## config.mk

```make
export PLATFORM = sky130hd
export DESIGN_NAME = supply_voltage_supervisor
export DESIGN_NICKNAME = d
export VERILOG_FILES = /design/src/hw/rtl/svs_pkg.sv /design/src/hw/rtl/svs_step.sv /design/src/hw/rtl/supply_voltage_supervisor.sv
export SDC_FILE = /design/constraint.sdc
export NUM_CORES = 1
export LEC_CHECK = 0
export BUFFER_PORTS_ARGS = -buffer_cell sky130_fd_sc_hd__buf_2
export CORE_MARGIN = 2
export CORE_UTILIZATION = 29
export DETAILED_ROUTE_END_ITERATION = 6
export GPL_ROUTABILITY_DRIVEN = 0
export PLACE_DENSITY = 0.56
export SLEW_MARGIN = 20
export SYNTH_ARGS = -nofsm -noshare
export SYNTH_HDL_FRONTEND = slang
export SYNTH_SLANG_ARGS = --single-unit
```

## constraint.sdc

```tcl
create_clock -name i_clk -period 3.1 [get_ports i_clk]
set_clock_uncertainty 0.15 [all_clocks]
set_input_delay 0.155 -clock i_clk [delete_from_list [all_inputs] [get_ports i_clk]]
set_output_delay 0.155 -clock i_clk [all_outputs]
set_load 0.005 [all_outputs]
```

## src/hw/rtl/svs_pkg.sv

```systemverilog
// Shared types, widths and defaults for the supply voltage supervisor.
package svs_pkg;

    localparam int VOLT_W = 16;
    localparam int CFG_IDX_W = 3;
    localparam int LDC_W = 13;
    localparam int LRC_W = 7;
    localparam int LSC_W = 10;
    localparam int TC_W = 10;
    localparam int SC_W = 9;

    localparam int DEF_LOW_DETECT_LIMIT = 5000;
    localparam int DEF_LOW_RELEASE_LIMIT = 100;
    localparam int DEF_LOW_SHUTDOWN_LIMIT = 1000;
    localparam int DEF_TICKS_PER_SECOND = 1000;
    localparam int DEF_HIGH_TIMEOUT_SECONDS = 300;

    typedef enum logic [2:0] {
        MODE_NORMAL    = 3'd0,
        MODE_LOW_DET   = 3'd1,
        MODE_LOW_SHDN  = 3'd2,
        MODE_HIGH_DET  = 3'd3,
        MODE_HIGH_SHDN = 3'd4
    } t_mode;

    typedef enum logic [CFG_IDX_W-1:0] {
        REG_LOW_THRESHOLD       = 3'd0,
        REG_LOW_HYSTERESIS      = 3'd1,
        REG_LOW_SHUTDOWN_LEVEL  = 3'd2,
        REG_LOW_RECOVER_LEVEL   = 3'd3,
        REG_HIGH_THRESHOLD      = 3'd4,
        REG_HIGH_SHUTDOWN_LEVEL = 3'd5,
        REG_HIGH_RECOVER_LEVEL  = 3'd6,
        REG_SSR_MODE            = 3'd7
    } t_cfg_idx;

    typedef struct packed {
        logic [VOLT_W-1:0] low_threshold;
        logic [VOLT_W-1:0] low_hysteresis;
        logic [VOLT_W-1:0] low_shutdown_level;
        logic [VOLT_W-1:0] low_recover_level;
        logic [VOLT_W-1:0] high_threshold;
        logic [VOLT_W-1:0] high_shutdown_level;
        logic [VOLT_W-1:0] high_recover_level;
        logic              ssr_mode;
    } t_cfg;

    typedef struct packed {
        t_mode            mode;
        logic             low_detected;
        logic             low_shutdown;
        logic             high_detected;
        logic             high_shutdown;
        logic [LDC_W-1:0] low_detect_cnt;
        logic [LRC_W-1:0] low_release_cnt;
        logic [LSC_W-1:0] low_shutdown_cnt;
        logic [TC_W-1:0]  tick_cnt;
        logic [SC_W-1:0]  seconds_cnt;
    } t_state;

endpackage

```

## src/hw/rtl/svs_step.sv

```systemverilog
// Next-state logic of the supervisor for one voltage item.
module svs_step #(
    parameter int LOW_DETECT_LIMIT     = svs_pkg::DEF_LOW_DETECT_LIMIT,
    parameter int LOW_RELEASE_LIMIT    = svs_pkg::DEF_LOW_RELEASE_LIMIT,
    parameter int LOW_SHUTDOWN_LIMIT   = svs_pkg::DEF_LOW_SHUTDOWN_LIMIT,
    parameter int TICKS_PER_SECOND     = svs_pkg::DEF_TICKS_PER_SECOND,
    parameter int HIGH_TIMEOUT_SECONDS = svs_pkg::DEF_HIGH_TIMEOUT_SECONDS
) (
    input  svs_pkg::t_state                 i_state,
    input  svs_pkg::t_cfg                   i_cfg,
    input  logic [svs_pkg::VOLT_W-1:0]      i_supply_voltage,
    input  logic                            i_clear,
    output svs_pkg::t_state                 o_state
);
    import svs_pkg::*;

    localparam logic [LDC_W:0] LDC_LIMIT = (LDC_W+1)'(LOW_DETECT_LIMIT);
    localparam logic [LDC_W-1:0] LDC_RELOAD = LDC_W'(LOW_RELEASE_LIMIT);
    localparam logic [LRC_W-1:0] LRC_RELOAD = LRC_W'(LOW_RELEASE_LIMIT);
    localparam logic [LSC_W:0] LSC_LIMIT = (LSC_W+1)'(LOW_SHUTDOWN_LIMIT);
    localparam logic [TC_W:0] TC_LIMIT = (TC_W+1)'(TICKS_PER_SECOND);
    localparam logic [SC_W:0] SC_LIMIT = (SC_W+1)'(HIGH_TIMEOUT_SECONDS);

    always_comb begin
        logic [LDC_W:0] ldc_inc;
        logic [LSC_W:0] lsc_inc;
        logic [TC_W:0]  tc_inc;
        logic [SC_W:0]  sc_inc;
        t_state         s;

        s = i_state;
        ldc_inc = {1'b0, i_state.low_detect_cnt} + (LDC_W+1)'(1);
        lsc_inc = {1'b0, i_state.low_shutdown_cnt} + (LSC_W+1)'(1);
        tc_inc = {1'b0, i_state.tick_cnt} + (TC_W+1)'(1);
        sc_inc = {1'b0, i_state.seconds_cnt} + (SC_W+1)'(1);

        if (i_clear) begin
            s.low_detected = 1'b0;
            s.low_shutdown = 1'b0;
            s.high_detected = 1'b0;
            s.high_shutdown = 1'b0;
            s.mode = MODE_NORMAL;
        end else begin
            case (i_state.mode)
                MODE_LOW_SHDN: begin
                    s.low_shutdown = 1'b1;
                    if (i_supply_voltage > i_cfg.low_recover_level) begin
                        s.mode = MODE_NORMAL;
                    end
                end
                MODE_LOW_DET: begin
                    s.low_detected = 1'b1;
                    // Shutdown debounce first; a mode set by the hysteresis logic below overrides it.
                    if (i_supply_voltage < i_cfg.low_shutdown_level) begin
                        if (i_cfg.ssr_mode || (lsc_inc > LSC_LIMIT)) begin
                            s.low_shutdown_cnt = '0;
                            s.mode = MODE_LOW_SHDN;
                        end else begin
                            s.low_shutdown_cnt = lsc_inc[LSC_W-1:0];
                        end
                    end else begin
                        s.low_shutdown_cnt = '0;
                    end
                    if (i_supply_voltage > i_cfg.low_hysteresis) begin
                        if (i_state.low_release_cnt == '0) begin
                            s.low_detect_cnt = '0;
                            s.mode = MODE_NORMAL;
                        end else begin
                            s.low_release_cnt = i_state.low_release_cnt - LRC_W'(1);
                            if (i_state.low_detect_cnt == '0) begin
                                s.mode = MODE_NORMAL;
                            end else begin
                                s.low_detect_cnt = i_state.low_detect_cnt - LDC_W'(1);
                            end
                        end
                    end else if (ldc_inc > LDC_LIMIT) begin
                        s.low_detect_cnt = LDC_RELOAD;
                        s.mode = MODE_LOW_SHDN;
                    end else begin
                        s.low_detect_cnt = ldc_inc[LDC_W-1:0];
                    end
                end
                MODE_HIGH_DET: begin
                    s.high_detected = 1'b1;
                    if (!i_cfg.ssr_mode &&
                        (i_supply_voltage > i_cfg.high_shutdown_level)) begin
                        s.mode = MODE_HIGH_SHDN;
                    end else if (!i_cfg.ssr_mode &&
                                 (i_supply_voltage > i_cfg.high_threshold)) begin
                        if (tc_inc > TC_LIMIT) begin
                            s.tick_cnt = '0;
                            if (sc_inc >= SC_LIMIT) begin
                                s.seconds_cnt = '0;
                                s.mode = MODE_HIGH_SHDN;
                            end else begin
                                s.seconds_cnt = sc_inc[SC_W-1:0];
                            end
                        end else begin
                            s.tick_cnt = tc_inc[TC_W-1:0];
                        end
                    end else if (i_supply_voltage < i_cfg.high_recover_level) begin
                        s.mode = MODE_NORMAL;
                    end
                end
                MODE_HIGH_SHDN: begin
                    s.high_shutdown = 1'b1;
                    if (i_supply_voltage < i_cfg.high_recover_level) begin
                        s.mode = MODE_NORMAL;
                    end
                end
                default: begin
                    s.low_detected = 1'b0;
                    s.low_shutdown = 1'b0;
                    s.high_detected = 1'b0;
                    s.high_shutdown = 1'b0;
                    s.mode = MODE_NORMAL;
                    if (i_supply_voltage > i_cfg.high_threshold) begin
                        s.tick_cnt = '0;
                        s.seconds_cnt = '0;
                        s.mode = MODE_HIGH_DET;
                    end else if (i_supply_voltage < i_cfg.low_threshold) begin
                        s.low_release_cnt = LRC_RELOAD;
                        s.low_detect_cnt = '0;
                        s.mode = MODE_LOW_DET;
                    end
                end
            endcase
        end
        o_state = s;
    end

endmodule

```

## src/hw/rtl/supply_voltage_supervisor.sv

```systemverilog
// Top level of the supply voltage supervisor: registers, handshakes and state update.
//
//   Channel | Direction | Handshake                  | Payload
//   --------+-----------+----------------------------+------------------------------------
//   in      | to block  | i_in_valid / o_in_stall    | i_supply_voltage, i_clear
//   out     | from block| o_out_valid / i_out_stall  | o_mode_out, o_*_out flags
//   cfg     | to block  | i_cfg_we                   | i_cfg_index, i_cfg_data
//
// The state update is one pass of compares and counter increments, and the state
// registers double as the result register.
// A new item is taken in every cycle while the output is free or being taken.
// Reset returns the supervisor to normal with cleared counters and flags, and loads
// the register defaults. A stalled result holds, and the input stalls with it.
module supply_voltage_supervisor #(
    parameter int LOW_DETECT_LIMIT     = svs_pkg::DEF_LOW_DETECT_LIMIT,
    parameter int LOW_RELEASE_LIMIT    = svs_pkg::DEF_LOW_RELEASE_LIMIT,
    parameter int LOW_SHUTDOWN_LIMIT   = svs_pkg::DEF_LOW_SHUTDOWN_LIMIT,
    parameter int TICKS_PER_SECOND     = svs_pkg::DEF_TICKS_PER_SECOND,
    parameter int HIGH_TIMEOUT_SECONDS = svs_pkg::DEF_HIGH_TIMEOUT_SECONDS
) (
    input  logic                            i_clk,
    input  logic                            i_rst_n,
    input  logic                            i_in_valid,
    output logic                            o_in_stall,
    input  logic [svs_pkg::VOLT_W-1:0]      i_supply_voltage,
    input  logic                            i_clear,
    output logic                            o_out_valid,
    input  logic                            i_out_stall,
    output logic [2:0]                      o_mode_out,
    output logic                            o_low_detected_out,
    output logic                            o_low_shutdown_out,
    output logic                            o_high_detected_out,
    output logic                            o_high_shutdown_out,
    input  logic                            i_cfg_we,
    input  logic [svs_pkg::CFG_IDX_W-1:0]   i_cfg_index,
    input  logic [svs_pkg::VOLT_W-1:0]      i_cfg_data
);
    import svs_pkg::*;

    t_cfg   r_cfg;
    t_state r_state;
    t_state n_state;
    logic   r_out_valid;
    logic   w_accept;

    assign o_in_stall = r_out_valid && i_out_stall;
    assign w_accept = i_in_valid && !o_in_stall;

    svs_step #(
        .LOW_DETECT_LIMIT     (LOW_DETECT_LIMIT),
        .LOW_RELEASE_LIMIT    (LOW_RELEASE_LIMIT),
        .LOW_SHUTDOWN_LIMIT   (LOW_SHUTDOWN_LIMIT),
        .TICKS_PER_SECOND     (TICKS_PER_SECOND),
        .HIGH_TIMEOUT_SECONDS (HIGH_TIMEOUT_SECONDS)
    ) u_step (
        .i_state          (r_state),
        .i_cfg            (r_cfg),
        .i_supply_voltage (i_supply_voltage),
        .i_clear          (i_clear),
        .o_state          (n_state)
    );

    always_ff @(posedge i_clk) begin
        if (!i_rst_n) begin
            r_cfg.low_threshold <= '0;
            r_cfg.low_hysteresis <= '0;
            r_cfg.low_shutdown_level <= '0;
            r_cfg.low_recover_level <= '0;
            r_cfg.high_threshold <= '1;
            r_cfg.high_shutdown_level <= '1;
            r_cfg.high_recover_level <= '0;
            r_cfg.ssr_mode <= 1'b0;
        end else if (i_cfg_we) begin
            case (t_cfg_idx'(i_cfg_index))
                REG_LOW_THRESHOLD:       r_cfg.low_threshold <= i_cfg_data;
                REG_LOW_HYSTERESIS:      r_cfg.low_hysteresis <= i_cfg_data;
                REG_LOW_SHUTDOWN_LEVEL:  r_cfg.low_shutdown_level <= i_cfg_data;
                REG_LOW_RECOVER_LEVEL:   r_cfg.low_recover_level <= i_cfg_data;
                REG_HIGH_THRESHOLD:      r_cfg.high_threshold <= i_cfg_data;
                REG_HIGH_SHUTDOWN_LEVEL: r_cfg.high_shutdown_level <= i_cfg_data;
                REG_HIGH_RECOVER_LEVEL:  r_cfg.high_recover_level <= i_cfg_data;
                REG_SSR_MODE:            r_cfg.ssr_mode <= i_cfg_data[0];
                default: begin
                end
            endcase
        end
    end

    always_ff @(posedge i_clk) begin
        if (!i_rst_n) begin
            r_state <= '0;
            r_out_valid <= 1'b0;
        end else begin
            if (w_accept) begin
                r_state <= n_state;
                r_out_valid <= 1'b1;
            end else if (!i_out_stall) begin
                r_out_valid <= 1'b0;
            end
        end
    end

    assign o_out_valid = r_out_valid;
    assign o_mode_out = 3'(r_state.mode);
    assign o_low_detected_out = r_state.low_detected;
    assign o_low_shutdown_out = r_state.low_shutdown;
    assign o_high_detected_out = r_state.high_detected;
    assign o_high_shutdown_out = r_state.high_shutdown;

`ifndef SYNTH
    a_clear_to_normal: assert property (@(posedge i_clk) disable iff (!i_rst_n)
        (w_accept && i_clear) |=> (r_state.mode == MODE_NORMAL) &&
            !r_state.low_detected && !r_state.low_shutdown &&
            !r_state.high_detected && !r_state.high_shutdown)
        else $error("clear did not return the supervisor to normal");

    a_low_high_exclusive: assert property (@(posedge i_clk) disable iff (!i_rst_n)
        !((r_state.low_detected || r_state.low_shutdown) &&
          (r_state.high_detected || r_state.high_shutdown)))
        else $error("low and high flags set together");

    a_high_shdn_flag_mode: assert property (@(posedge i_clk) disable iff (!i_rst_n)
        r_state.high_shutdown |->
            (r_state.mode == MODE_HIGH_SHDN) || (r_state.mode == MODE_NORMAL))
        else $error("high shutdown flag outside high shutdown or normal");

    a_low_shdn_flag_mode: assert property (@(posedge i_clk) disable iff (!i_rst_n)
        r_state.low_shutdown |->
            (r_state.mode == MODE_LOW_SHDN) || (r_state.mode == MODE_NORMAL))
        else $error("low shutdown flag outside low shutdown or normal");
`endif

endmodule
```

---- Word level (Yosys, flattened, before mapping) ----
Cells that the tools add are included.
word-level totals
  register bits ........................... 170
  input bits .............................. 41
  output and inout bits ................... 9
  word-level logic and storage cells ...... 139
operators by class
  $add $sub $neg .......................... 6
  magnitude comparators ................... 11
  eq/ne operators ......................... 26
  multiplexer cells ....................... 40
  bitwise operators ....................... 3
  reductions and logical operators ........ 34
operator list
  cell                                                              number
  greater-than comparator 16 bit                                    4
  2-to-1 mux 19 bit                                                 3
  2-to-1 mux 13 bit                                                 4
  less-than comparator 16 bit                                       3
  2-to-1 mux 20 bit                                                 2
  one-hot mux 20 bit (2 select lines)                               1
  one-hot mux 19 bit (2 select lines)                               1
  2-to-1 mux 3 bit                                                  12
  2-to-1 mux 10 bit                                                 3
  AND reduction 2 bit                                               12
  adder 10 x 1 -> 11 bit (second input constant)                    2
  greater-than comparator 11 x 10 -> 1 bit (second input constant)  2
  2-to-1 mux 7 bit                                                  3
  2-to-1 mux 9 bit                                                  2
  inequality test 2 x 1 -> 1 bit (second input constant)            8
  == test 3 bit (second input constant)                             5
  adder 13 x 1 -> 14 bit (second input constant)                    1
  greater-than comparator 14 x 13 -> 1 bit (second input constant)  1
  AND reduction 7 bit                                               2
  logical NOT 13 bit                                                1
  subtractor 13 x 1 -> 13 bit (second input constant)               1
  == test 3 x 2 -> 1 bit (second input constant)                    4
  one-hot mux 3 bit (4 select lines)                                1
  AND reduction 6 bit                                               2
  21 further kinds                                                  40

---- Longest topological paths before layout ----
  depth in word-level cells ............... 10
  depth in mapped cells ................... 12
  mapped depth without buffers ............ 10

---- Hierarchy ----
Synthesis repeated with hierarchy kept, for this count alone.
unflattened totals
  cells, all modules ...................... 1,564
  area, all modules ....................... 12,493.2 um2
modules (own cells, without submodules)
  module                     times used  cells each  area each (um2)  seq. area each (um2)
  supply_voltage_supervisor  1           659         6,541.3          3,403.3
  svs_step                   1           905         5,952.0          0.0

---- Least setup slack after synthesis ----
OpenSTA, ideal clock, no wires.
  path kind ............................... flip-flop to flip-flop
  start point ............................. register r_cfg[40] (netlist name)
  end point ............................... register r_state[41] (netlist name)
  library setup time ...................... 0.117 ns
  data arrival time ....................... 2.641 ns
  data required time ...................... 2.833 ns
  setup slack ............................. 0.191 ns
  stages on the path, launching flop included .. 12
  buffers on the path ..................... 1
  period minus slack after synthesis ...... 2.909 ns
  cells stage by stage .................... dfxtp_1 > inv_1 > ha_1 > a21oi_1 > o21ai_1 > a311o_1 > o31a_1 > or3_1 > o221a_2 > buf_2 > a31o_1 > a32o_1
between the ends
  word-level cells in the longest chain between the ends .. 3
RTL lines
  what                             RTL line                         source
  start: declaration               supply_voltage_supervisor.sv:40  t_cfg r_cfg;
  greater-than comparator 16 bit   svs_step.sv:117                  if (i_supply_voltage > i_cfg.high_threshold) begin
  inequality test 2 bit (no line)  -
  AND reduction 6 bit (no line)    -
  end signal: assignment           supply_voltage_supervisor.sv:95  r_state <= n_state;
  end: declaration                 supply_voltage_supervisor.sv:41  t_state r_state;
Every way passes these cells.
A chain may end at the register's enable or synchronous reset.

---- Worst setup path after layout ----
  start point ............................. register r_state[36] (netlist name)
  end point ............................... register r_state[41] (netlist name)
between the ends
  word-level cells in the longest chain between the ends .. 5
  elaborated cells on any way between the ends .. 11
  classes of those cells .................. 2 x add/sub; 1 x order compare; 1 x eq/ne; 5 x mux; 2 x reduce/logical
RTL lines
  what                                                                                  RTL line                        source
  adder 13 x 1 -> 14 bit / subtractor 13 x 1 -> 13 bit (equally long branches)          svs_step.sv:32, svs_step.sv:73
  greater-than comparator 14 x 13 -> 1 bit / 2-to-1 mux 13 bit (equally long branches)  svs_step.sv:76, svs_step.sv:70
  2-to-1 mux 13 bit, on equally long branches                                           svs_step.sv:76, svs_step.sv:65
  2-to-1 mux 13 bit                                                                     svs_step.sv:64                  if (i_supply_voltage > i_cfg.low_hysteresis) begin
  one-hot mux 20 bit (2 select lines)                                                   svs_step.sv:44                  case (i_state.mode)
Several ways; a longest one is shown, not always the timed one. The select of a mux whose other input is x is not followed.

==> run metrics <==
Die Wd between 150 and 200 um; starting density of the core 0.295; first-pass GRT wire length about 51,000 um; area of the multi-input gates approximately 6800 um^2; average wire per standard cell ~16 um; pin count of the biggest net entering global routing 81; critical path launch point type flip-flop; mean post-synth cell area about 7.4 um^2; CP delay by family, top simple AND/OR/NAND/NOR gates; GR peak layer met2; Post-Syn Nets about 1,600; Worst path max stage delay between 400 and 500 ps; Worst-path clk slew 70 ps; Max H-tree Level 4; Setup Viol. Count Final 0; max_cap viols 0; P&R area growth vs syn 17.9%; Final nets 1,693; most frequent cells after synthesis nand2_1 (278), dfxtp_1 (170), a21oi_1 (160); Final Core Density 0.348; Yosys top cell by area dfxtp_1; Antenna Diode Count 0; count leader, synth nand2_1; Worst path depth 11; Fmax around 330 MHz; Port Buf Inserts 49; Slew headroom 0.456; GRT met2 Usage 0.267; antenna-violating nets left 0; initial antenna violation count 0; vias in the first global route 9,532; gr usage total 0.161; full die area slightly below 40,000 um^2; CTS Sinks 170; CTS tree done; met3 Track Usage GR 0.0225; critical path required time 3280 ps; Rows 70; Register Area 3410 um^2; DR vias ~10,000; # IOs 50; Post-synth EDFFs 0; Least-Margin Pin Slew between 800 and 900 ps; met1 Use GR 0.219; Hold Path Stages 4; final slew viol count 0; CP max stage cell or3_1; flops & latches, synth 170; dpl hpwl 22,400 um; Post-synth ARST share 0; Vias per Instance about 5; First-pass DRT Iterations 5; R2R depth 11; WL final around 31,000 um; Core ar. roughly 37,000 um^2; TritonCTS Buffers 17; VDD IR-drop max 379 uV; Critical Path, Cell by Cell inv_1, ha_1, nand3_1, or3_1, or3_1, nor3_1, buf_4, nor2_1, buf_4, a31o_1, a32o_1; DIE HEIGHT about 200 um; top-area cell type share of the netlist area 0.313; CTS max path bufs 2; final hold violation count 0; Mapped Cells approximately 1,500; Synth Warn # 0; final worst path period share 0.964; Hold Path Class in2reg; RSZ-0062 raised after global routing true; sequential cell area fraction in the yosys report 0.313; Leak approximately 4.9 nW; crit-path max FO 10; share of cells above drive strength 1 0.112; FILL cells between 3,000 and 4,000; Main synth FF type dfxtp_1; crit path buf inv count 3; Post-route DRC 0; Final Total Pwr between 5 and 6 mW; PwrDens approximately 400 nW/um^2; status finished, final reports clean; total congestion overflow 0; Synth Cell Area 10,900 um^2; CP Data Arrival Time around 3200 ps; Clk Latency, worst-skew pair between 400 and 500 ps; Setup crit end kind flip-flop; main area contributors after synthesis dfxtp_1 (31%), ha_1 (14%), nand2_1 (9.6%); number of distinct library cells after synthesis just under 80; DRT iter0 DRCs approximately 640; fin crit period between 2000 and 3000 ps; Root Buffer clkbuf_16; crit path kind reg2reg
-- placed cells by master (no fill, tap or decap), types with 5 or more instances in the layout --
| cell type | n |
|---|---|
| clkbuf_16 | 17 |
| o211ai_1 | 41 |
| nand2b_1 | 13 |
| nor3_1 | 24 |
| nor2_1 | 85 |
| o22ai_1 | 9 |
| nor2b_1 | 21 |
| buf_4 | 57 |
| a31oi_1 | 18 |
| o21ai_0 | 44 |
| o21a_1 | 13 |
| a21oi_1 | 157 |
| and3_1 | 5 |
| nor4_1 | 7 |
| and4_1 | 6 |
| or4_1 | 7 |
| nand2_1 | 278 |
| a311oi_1 | 6 |
| buf_2 | 49 |
| a21o_1 | 14 |
| mux2i_1 | 7 |
| and2_1 | 6 |
| nand3_1 | 43 |
| nand4_1 | 23 |
| ha_1 | 114 |
| dfxtp_1 | 168 |
| o21ai_1 | 10 |
| dlygate4sd3_1 | 23 |
| xnor2_1 | 6 |
| a211oi_1 | 8 |
| or3_1 | 15 |
| inv_1 | 128 |
-- power by group --
group	switching [mW]	internal, mW
Clock	0.993	1.12
Sequential	0.0207	2.22
Combinational	0.438	0.276
Total	1.45	3.62
-- final cells by class --
| type | instances | share of cell area |
|---|---|---|
| Multi-Input combinational cell | 1082 | 0.531 |
| Clock buffer | 18 | 0.0335 |
| Timing Repair Buffer | 132 | 0.0745 |
| Clock inverter | 14 | 0.0107 |
| Inverter | 131 | 0.0386 |
| Sequential cell | 170 | 0.266 |
| Tap cell | 468 | 0.0457 |
-- tightest hold or removal path, delay by kind of cell --
family,cells,cell delay (ps)
buffers and inverters,1,180
AOI/OAI and AO/OA,1,40
and+or+nand+nor,2,190
-- final timing paths --
path	startpoint	end	slack [ps]
hold / removal	i_clear	o_low_shutdown_out	20
hold reg to reg	r_cfg[3]	r_cfg[3]	310
setup reg to reg	r_state[36]	r_state[41]	110
setup / recovery	r_state[36]	r_state[41]	110
-- metal layers --
layer	routed length, um	vias up
met2	14700	204
met4	347	0
met5	0	-
met1	15200	4822
met3	1100	26
li1	-	5279
-- state kept, by name (all words and copies together) (netlist names) --
name / cells
o_high_detected_out: 1
o_high_shutdown_out: 1
o_low_detected_out: 1
o_low_shutdown_out: 1
o_mode_out: 3
o_out_valid: 1
r_cfg: 113
r_state: 49
-- repair_timing --
item                       in CTS  in global routing
pin swaps                       2                 10
hold endpoints to repair      116                  0
gates resized for setup         6                 19
setup endpoints to repair      11                 45
hold buffers                   23                  0
setup buffers                   0                  1
-- cells by family (layout without fill, tap and decap cells) --
family	count (synthesis)	count (layout)	share of synthesized area
buf+inv	207	295	0.0742
mux	7	7	0.00645
flops	170	170	0.313
fa+ha+maj	118	118	0.136
xor+xnor	9	9	0.00726
simple gates	561	561	0.238
compound gates	387	387	0.225
-- per-stage QoR --
step                      worst slack, ps  cells  hold WS, ps  TNS, ps  area, um^2
after CTS                            5.24   2014         9.19        0       12700
after floorplan                       191   1459          129        0       10900
after global placement               39.2   1959          238        0       11900
after detailed placement             -107   1959          249     -669       11900
after global routing                -6.41   2015         67.4    -13.2       12800
final                                 111   2015         15.5        0       12800
Power figures use the tool's default switching activity.
